==> src/rtl/speck128_128_block_cipher_assert.svh <==
// ----------------------------------------------------------------------------
// Speck128/128 assertion macros
// Concurrent assertion helpers for the cipher; they compile to nothing in
// synthesis.
// ----------------------------------------------------------------------------
`ifndef SPECK128_128_BLOCK_CIPHER_ASSERT_SVH
`define SPECK128_128_BLOCK_CIPHER_ASSERT_SVH

`ifndef SYNTHESIS

// Same-cycle implication, checked at every rising edge outside reset.
`define SPK_ASSERT_SAME(lbl, clk, rst, ante, cons) \
  lbl: assert property (@(posedge clk) disable iff (rst) (ante) |-> (cons)) \
    else $error("speck128 assertion failed");

// Next-cycle implication, checked at every rising edge outside reset.
`define SPK_ASSERT_NEXT(lbl, clk, rst, ante, cons) \
  lbl: assert property (@(posedge clk) disable iff (rst) (ante) |=> (cons)) \
    else $error("speck128 assertion failed");

`else

`define SPK_ASSERT_SAME(lbl, clk, rst, ante, cons)
`define SPK_ASSERT_NEXT(lbl, clk, rst, ante, cons)

`endif

`endif

==> src/rtl/spk_pkg.sv <==
// ----------------------------------------------------------------------------
// Speck128/128 package
// Sequencer state type, register indexes, mode codes and rotate amounts.
// ----------------------------------------------------------------------------
package spk_pkg;

  typedef enum logic [4:0] {
    ST_IDLE   = 5'b00001,
    ST_EXPAND = 5'b00010,
    ST_FETCH  = 5'b00100,
    ST_ROUND  = 5'b01000,
    ST_DONE   = 5'b10000
  } state_t;

  // Register indexes, taken from paddr[3] (registers sit 8 bytes apart).
  localparam logic REG_KEY_LOW  = 1'b0;
  localparam logic REG_KEY_HIGH = 1'b1;

  localparam logic MODE_ENC = 1'b0;
  localparam logic MODE_DEC = 1'b1;

  // Rotate-right amounts of the round and of its inverse.
  localparam int ROT_X  = 8;
  localparam int ROT_Y  = 61;
  localparam int ROT_DX = 56;
  localparam int ROT_DY = 3;

  function automatic logic [63:0] rotr64(input logic [63:0] v, input int n);
    return (v >> n) | (v << (64 - n));
  endfunction

endpackage

==> src/rtl/spk_ram.sv <==
// ----------------------------------------------------------------------------
// Speck128/128 generic RAM
// Single write port, single read port, registered read data.
// ----------------------------------------------------------------------------
module spk_ram #(
  parameter int WIDTH = 64,
  parameter int DEPTH = 32,
  parameter int AW    = (DEPTH > 1) ? $clog2(DEPTH) : 1
) (
  input  logic             clk,
  input  logic             we,
  input  logic [AW-1:0]    waddr,
  input  logic [WIDTH-1:0] wdata,
  input  logic [AW-1:0]    raddr,
  output logic [WIDTH-1:0] rdata
);

  logic [WIDTH-1:0] mem [DEPTH];

  always_ff @(posedge clk) begin
    if (we) begin
      mem[waddr] <= wdata;
    end
    rdata <= mem[raddr];
  end

endmodule

==> src/rtl/speck128_128_block_cipher.sv <==
// An accepted input word passes ST_FETCH, ST_ROUND and ST_DONE on its way
// to a valid output word, after ST_EXPAND for the first block after reset or
// a key write. A new word is taken only in ST_IDLE, once the last has left
// ST_DONE: one 64-bit round unit runs one round per cycle off the key RAM port.
// Reset (rst, synchronous) clears the key registers and the schedule flag;
// the round key RAM is not cleared, it is rebuilt before its first use.
// ----------------------------------------------------------------------------
// Speck128/128 block cipher
// ECB encryption and decryption with an on-chip round key schedule. One
// shared round unit does both the key expansion and the cipher rounds.
// ----------------------------------------------------------------------------
`include "speck128_128_block_cipher_assert.svh"

module speck128_128_block_cipher
  import spk_pkg::*;
#(
  parameter int ROUND_COUNT = 32
) (
  input  logic         clk,
  input  logic         rst,
  // configuration port
  input  logic         psel,
  input  logic         penable,
  input  logic         pwrite,
  input  logic [3:0]   paddr,
  input  logic [63:0]  pwdata,
  output logic [63:0]  prdata,
  output logic         pready,
  // input words
  input  logic         s_tvalid,
  output logic         s_tready,
  input  logic [127:0] s_tdata,   // word_x [63:0], word_y [127:64]
  input  logic [0:0]   s_tuser,   // mode [0]
  // output words
  output logic         m_tvalid,
  input  logic         m_tready,
  output logic [127:0] m_tdata    // out_x [63:0], out_y [127:64]
);

  localparam int CW = (ROUND_COUNT > 1) ? $clog2(ROUND_COUNT) : 1;
  localparam logic [CW-1:0] EXP_LAST   = CW'((ROUND_COUNT > 1) ? ROUND_COUNT - 2 : 0);
  localparam logic [CW-1:0] ROUND_LAST = CW'(ROUND_COUNT - 1);
  localparam logic [CW:0]   KEY_TOP    = (CW+1)'(ROUND_COUNT - 1);
  localparam bit            SINGLE     = (ROUND_COUNT == 1);

  state_t        state, state_next;
  logic [CW-1:0] cnt;
  logic          sched_ready;
  logic [63:0]   key_low, key_high;
  logic [63:0]   blk_x, blk_y;
  logic          mode;
  logic [63:0]   sch_aux, sch_rk;

  logic          s_accept, cfg_wr, cfg_idx, out_free;
  logic [CW:0]   nxt;

  logic          ram_we;
  logic [CW-1:0] ram_waddr, ram_raddr;
  logic [63:0]   ram_wdata, ram_rdata;

  logic [63:0]   ua, ub, rkey, dy, op_a, op_b, sum, nx, ny;
  logic          dec;

  assign pready   = 1'b1;
  assign cfg_wr   = psel & penable & pwrite & pready;
  assign cfg_idx  = paddr[3];
  assign s_tready = (state == ST_IDLE);
  assign s_accept = s_tvalid & s_tready;
  assign out_free = ~m_tvalid | m_tready;
  assign nxt      = {1'b0, cnt} + (CW+1)'(1);

  always_comb begin
    unique case (cfg_idx)
      REG_KEY_LOW:  prdata = key_low;
      REG_KEY_HIGH: prdata = key_high;
      default:      prdata = key_low;
    endcase
  end

  // Shared round unit. In expansion it runs the encrypt round on (aux, rk)
  // with the round index as key; decryption reuses the adder as a subtractor.
  always_comb begin
    ua   = (state == ST_EXPAND) ? sch_aux : blk_x;
    ub   = (state == ST_EXPAND) ? sch_rk  : blk_y;
    rkey = (state == ST_EXPAND) ? {{(64-CW){1'b0}}, cnt} : ram_rdata;
    dec  = (state == ST_ROUND) && (mode == MODE_DEC);
    dy   = rotr64(ua ^ ub, ROT_DY);
    op_a = dec ? (ua ^ rkey) : rotr64(ua, ROT_X);
    op_b = dec ? ~dy : ub;
    sum  = op_a + op_b + {63'b0, dec};
    nx   = dec ? rotr64(sum, ROT_DX) : (sum ^ rkey);
    ny   = dec ? dy : (rotr64(ub, ROT_Y) ^ nx);
  end

  // Key RAM: key_low goes to entry zero when a block arrives without a
  // valid schedule; the expansion fills the rest. Reads run one round ahead.
  always_comb begin
    ram_we    = (s_accept & ~sched_ready) | (state == ST_EXPAND);
    ram_waddr = s_accept ? '0 : nxt[CW-1:0];
    ram_wdata = s_accept ? key_low : ny;
    if (state == ST_FETCH) begin
      ram_raddr = (mode == MODE_DEC) ? ROUND_LAST : '0;
    end else begin
      ram_raddr = (mode == MODE_DEC) ? CW'(KEY_TOP - nxt) : nxt[CW-1:0];
    end
  end

  spk_ram #(
    .WIDTH (64),
    .DEPTH (ROUND_COUNT),
    .AW    (CW)
  ) u_key_ram (
    .clk   (clk),
    .we    (ram_we),
    .waddr (ram_waddr),
    .wdata (ram_wdata),
    .raddr (ram_raddr),
    .rdata (ram_rdata)
  );

  always_comb begin
    state_next = state;
    unique case (state)
      ST_IDLE: begin
        if (s_accept) begin
          state_next = (!sched_ready && !SINGLE) ? ST_EXPAND : ST_FETCH;
        end
      end
      ST_EXPAND: begin
        if (cnt == EXP_LAST) begin
          state_next = ST_FETCH;
        end
      end
      ST_FETCH: state_next = ST_ROUND;
      ST_ROUND: begin
        if (cnt == ROUND_LAST) begin
          state_next = ST_DONE;
        end
      end
      ST_DONE: begin
        if (out_free) begin
          state_next = ST_IDLE;
        end
      end
      default: state_next = ST_IDLE;
    endcase
  end

  always_ff @(posedge clk) begin
    if (rst) begin
      state       <= ST_IDLE;
      cnt         <= '0;
      sched_ready <= 1'b0;
      key_low     <= '0;
      key_high    <= '0;
      m_tvalid    <= 1'b0;
    end else begin
      state <= state_next;

      if (s_accept || state == ST_FETCH || (state == ST_EXPAND && cnt == EXP_LAST)) begin
        cnt <= '0;
      end else if (state == ST_EXPAND || state == ST_ROUND) begin
        cnt <= nxt[CW-1:0];
      end

      // A key write invalidates the schedule and wins over its completion.
      if (cfg_wr) begin
        sched_ready <= 1'b0;
        if (cfg_idx == REG_KEY_HIGH) begin
          key_high <= pwdata;
        end else begin
          key_low <= pwdata;
        end
      end else if ((state == ST_EXPAND && cnt == EXP_LAST) || (s_accept && SINGLE)) begin
        sched_ready <= 1'b1;
      end

      if (state == ST_DONE && out_free) begin
        m_tvalid <= 1'b1;
      end else if (m_tready) begin
        m_tvalid <= 1'b0;
      end
    end
  end

  always_ff @(posedge clk) begin
    if (s_accept) begin
      blk_x   <= s_tdata[63:0];
      blk_y   <= s_tdata[127:64];
      mode    <= s_tuser[0];
      sch_aux <= key_high;
      sch_rk  <= key_low;
    end else if (state == ST_EXPAND) begin
      sch_aux <= nx;
      sch_rk  <= ny;
    end else if (state == ST_ROUND) begin
      blk_x <= nx;
      blk_y <= ny;
    end
    if (state == ST_DONE && out_free) begin
      m_tdata <= {blk_y, blk_x};
    end
  end

  `SPK_ASSERT_SAME(a_round_needs_sched, clk, rst, state == ST_ROUND, sched_ready)
  `SPK_ASSERT_SAME(a_no_write_in_round, clk, rst, state == ST_ROUND, !ram_we)
  `SPK_ASSERT_SAME(a_round_cnt_range, clk, rst, state == ST_ROUND, cnt <= ROUND_LAST)
  `SPK_ASSERT_NEXT(a_done_delivers, clk, rst, state == ST_DONE && out_free, m_tvalid && state == ST_IDLE)
  `SPK_ASSERT_NEXT(a_fetch_to_round, clk, rst, state == ST_FETCH, state == ST_ROUND && cnt == '0)

endmodule

==> config.mk <==
export PLATFORM = sky130hd
export DESIGN_NAME = speck128_128_block_cipher
export DESIGN_NICKNAME = d
export VERILOG_FILES = /design/src/rtl/spk_pkg.sv /design/src/rtl/spk_ram.sv /design/src/rtl/speck128_128_block_cipher.sv
export VERILOG_INCLUDE_DIRS = /design/src /design/src/rtl
export SDC_FILE = /design/constraint.sdc
export NUM_CORES = 2
export LEC_CHECK = 0
export BUFFER_PORTS_ARGS = -buffer_cell sky130_fd_sc_hd__buf_2
export CORE_MARGIN = 2
export CORE_UTILIZATION = 40
export CTS_BUF_LIST = sky130_fd_sc_hd__clkbuf_16
export DETAILED_ROUTE_END_ITERATION = 8
export SYNTH_ARGS = -nofsm -noshare
export SYNTH_HDL_FRONTEND = slang
export SYNTH_SLANG_ARGS = --single-unit
==> constraint.sdc <==
create_clock -name clk -period 7.15 [get_ports clk]
set_input_delay 1.0725 -clock clk [delete_from_list [all_inputs] [get_ports clk]]
set_output_delay 1.0725 -clock clk [all_outputs]
set_load 0.03 [all_outputs]
==> impl_results.md <==
* Status: finished, final reports clean
* Die Wd at 530.9 um
* Final net count at 7255
* Via density at 5.899
* Placed instance area at 0.1188 mm^2
* Int Pwr at 0.04268 W
* Hold WC Path Type: input pin to flip-flop
* Synth top area share at 65.80%
* Clock sinks at 2637
* Xor/xnor cell area share of the yosys netlist at 3.362%
* Synth Area per Inst at 17.19 um^2
* Sequential fraction of the synthesis area at 69.47%
* Starting DRC count in detailed routing at 8255
* DRT Pass-1 Iters at 6
* Die Y at 530.9 um
* Clock-pin slew on the worst setup and hold paths at 0.06 ns
* Critical path class: flip-flop to flip-flop
* Clk buf depth at 4
* Syn_nets at 6730
* Logic pwr share at 38.8%
* DRC Markers at 0
* Via count at 64422
* Syn Std Cell Area at 0.1110 mm^2
* CP startpoint kind: flip-flop
* PwrDens at 535.9 mW/mm^2
* Critical R2R Launch: state[4]
* Switch share at 37.45%
* Setup TNS Final at 0 ns
* Asr flop ratio synth at 0%
* Clk_lat worst skew at 0.87 ns
* Final antenna-violating net count at 0
* Switch Pwr at 0.02555 W
* R2r setup slk at 0.15 ns
* Largest family of logic cells by synthesized area: multiplexers
* Multiplexer share of the synthesized area at 15.41%
* Clk pwr share at 20.0%
* Fmax at 0.1429 GHz
* Global routing usage on met3 at 4.281%
* H-tree lvl count at 5
* Total CTS buffers at 272
* IO Port Bufs at 394
* Pre-CTS setup slack at 0.3920 ns
* Top Ports at 399
* Crit Path Max Fanout at 52
* WL/cell at 32.30 um
* Final WL at 352.8 mm
* Hold Fails Final Rpt at 0
* Hpwl dp at 221.8 mm
* First-pass GRT wire length at 487.3 mm
* Compound-Gate Fraction of Synth Area at 5.294%
* Number of global-route vias before repair at 63254
* #FFs+latches synth at 2637
* Met1 global-route usage at 33.68%
* Crit. End Element: flip-flop
* Hold EP: key_low[52]
* Reg power frac at 41.2%
* Leakage Power at 43.37 nW
* Hold path cells at 3
* Post-synth top area cell: edfxtp_1
* Gr usage total at 24.54%
* Largest net degree at the start of global routing at 137
* Ys Warns at 0
* Area delta synth->final at 14.66%
* Share of cells above drive strength 1 at 25.66%
* Fraction of the mapped netlist area in simple logic gates at 4.200%
* Total core area at 0.2763 mm^2
* Routability cong. at 0.9597
* Met2 Track Usage GR at 39.10%
* Worst-margin pin slew at 1.342 ns
* Max-slew violations at 0
* Tcrit/Tclk final at 97.89%
* Power, Total at 0.06823 W
* Max_slew headroom at 10.53%
* Initial antenna violation count at 41
* Library cells used by synthesis at 81
* Die Area at 0.2818 mm^2
* WP data arrival at 7.52 ns
* Final worst setup slack at 0.1510 ns
* RSZ-0062 raised after global routing: false
* Initial core utilization at 40.19%
* WP data required at 7.67 ns
* R2R depth at 21
* CTS tree: yes
* Top_reg_cell synth: edfxtp_1
* Finish-stage setup viols at 0
* Synth Area in Adders at 0.7685%
* Ranking of synthesized cells by area: edfxtp_1, mux4_2, dfxtp_1
* Crit path time final at 6.999 ns
* Max cap viols at 0
* R2R Path End: u_key_ram.mem[19][50]
* Post-synth EDFFs at 2433
* Gr busiest metal: met2
* Placement Rows at 193
* Final Cell Area at 0.1273 mm^2
* Hold path start: pwdata[52]
* Mapped Cells at 6459
* Grt ovf at 0
* VDD IR max at 524.5 uV
* Clock Skew at 0.07229 ns
* CTS root buffer: clkbuf_16
* Post-CTS setup buffers at 0
[cell families (layout without fill, tap and decap cells)]
| kind of cell | count (synthesis) | in the layout |
|---|---|---|
| AOI/OAI and AO/OA | 939 | 939 |
| xor gates and xnor gates | 388 | 388 |
| adders and majority gates | 67 | 67 |
| buffers and inverters | 404 | 1136 |
| DFF | 2637 | 2637 |
| muxes | 898 | 898 |
| other | 1 | 26 |
| and+or+nand+nor | 1125 | 1125 |
[what timing repair did]
action	in CTS	in global routing
gates resized for setup	0	1
endpoints found under the hold margin	0	0
hold buffers	0	0
endpoints found under the setup margin	0	32
[how the worst max path moves through the flow]
| stage | startpoint | depth (start not counted) | end | slack [ns] |
|---|---|---|---|---|
| after CTS | state[4] | 21 | u_key_ram.mem[20][50] | 0.31 |
| after floorplan | state[4] | 22 | sch_rk[63] | 0.14 |
| after global routing | state[4] | 21 | u_key_ram.mem[16][50] | 0.002 |
| final | state[4] | 21 | u_key_ram.mem[19][50] | 0.15 |
| after global placement | state[4] | 21 | u_key_ram.mem[1][50] | 0.44 |
| after detailed placement | state[4] | 21 | u_key_ram.mem[7][50] | 0.39 |
[area by class of cell]
type | count | area (um^2)
timing repair buffer | 624 | 4292
clock inverter | 203 | 1445
sequential | 2637 | 77140
tap | 3705 | 4636
inverter | 31 | 131.4
fill | 23789 | 148900
clock buffer | 278 | 6957
multi-input combinational | 3418 | 32650
antenna | 25 | 62.56
[metrics by stage]
stage	instances	hold WS [ns]	utilization [%]
3_5_place_dp	10415	0.4472	43.02
3_3_place_gp	10415	0.4492	43.02
4_1_cts	10896	0.3955	46.06
2_1_floorplan	6459	0.4261	-
6_report	10921	0.4521	46.09
5_1_grt	10905	0.4239	46.07
[flip-flops by register name (all words and copies together), names as in the netlist]
register and count:
cnt 5, sch_rk 64, key_high 64, u_key_ram.rdata 64, state 5, sch_aux 64
blk_y 64, m_tvalid 1, mode 1, key_low 64, m_tdata 128, sched_ready 1
blk_x 64, u_key_ram.mem 2048
[cell usage in the layout (no fill, tap or decap), types with 52 or more instances in the layout]
cell type / n
nand2_1: 653
inv_1: 91
mux2i_1: 129
clkinv_1: 52
xor2_1: 161
dfxtp_1: 204
buf_4: 185
mux2_2: 133
ha_1: 65
o21ai_0: 197
mux4_2: 636
edfxtp_1: 2433
buf_2: 392
clkbuf_16: 278
o21a_1: 79
a21oi_1: 319
nor2_1: 252
a21o_1: 110
xnor2_1: 201
a211oi_1: 54
[worst max-delay path, cell delays in order (launching register included)]
cell and delay (ns):
dfxtp_1 0.33, or3_1 0.46, or3b_4 0.59, buf_12 0.27, buf_4 0.24, a21boi_0 0.25, xnor2_1 0.20, nor2_1 0.06
a21oi_1 0.27, ha_1 0.39, a21oi_1 0.30, o21a_1 0.18, a21boi_1 0.29, o21ai_0 0.20, a221oi_2 0.64, nor2_1 0.10
a311oi_1 0.51, buf_4 0.25, xor3_1 0.31, a211o_1 0.32, o21a_1 0.11, buf_4 0.24
[cells in the mapped netlist, drive strengths merged, types with 5 or more instances]
library cell / instances
edfxtp: 2433
nand2: 657
mux4: 636
a21oi: 321
nor2: 286
clkbuf: 227
xnor2: 206
dfxtp: 204
o21ai: 203
xor2: 161
buf: 146
mux2: 133
mux2i: 129
a21o: 110
o21a: 79
ha: 65
a211oi: 55
nand3: 37
a31oi: 32
nand4: 32
inv: 31
o211ai: 29
nor3: 24
a21boi: 22
and3: 19
o21bai: 16
nand2b: 15
a211o: 14
nor2b: 11
or3: 11
xnor3: 11
xor3: 10
and2: 9
o221a: 8
a221o: 7
o31ai: 7
o211a: 6
or2: 6
a221oi: 5
[per-layer routing]
metal / wire [um] / share of wire (%) / vias up
li1: - / - / 26517
met1: 142500 / 40 / 34118
met2: 166100 / 47 / 3210
met3: 29990 / 8.5 / 567
met4: 14200 / 4.0 / 10
met5: 60 / 0.017 / -
[power by group through the flow]
| stage | combinational (W) | clock (W) | sequential (W) |
|---|---|---|---|
| finish | 0.0265 | 0.0136 | 0.0281 |
| global route | 0.0281 | 0.0144 | 0.0282 |
| CTS | 0.0260 | 0.0138 | 0.0281 |
| detailed placement | 0.0259 | 0 | 0.0284 |
| floorplan | 0.0154 | 0 | 0.0277 |
| global placement | 0.0252 | 0 | 0.0283 |
No activity file was read; power rests on OpenSTA's default activity.
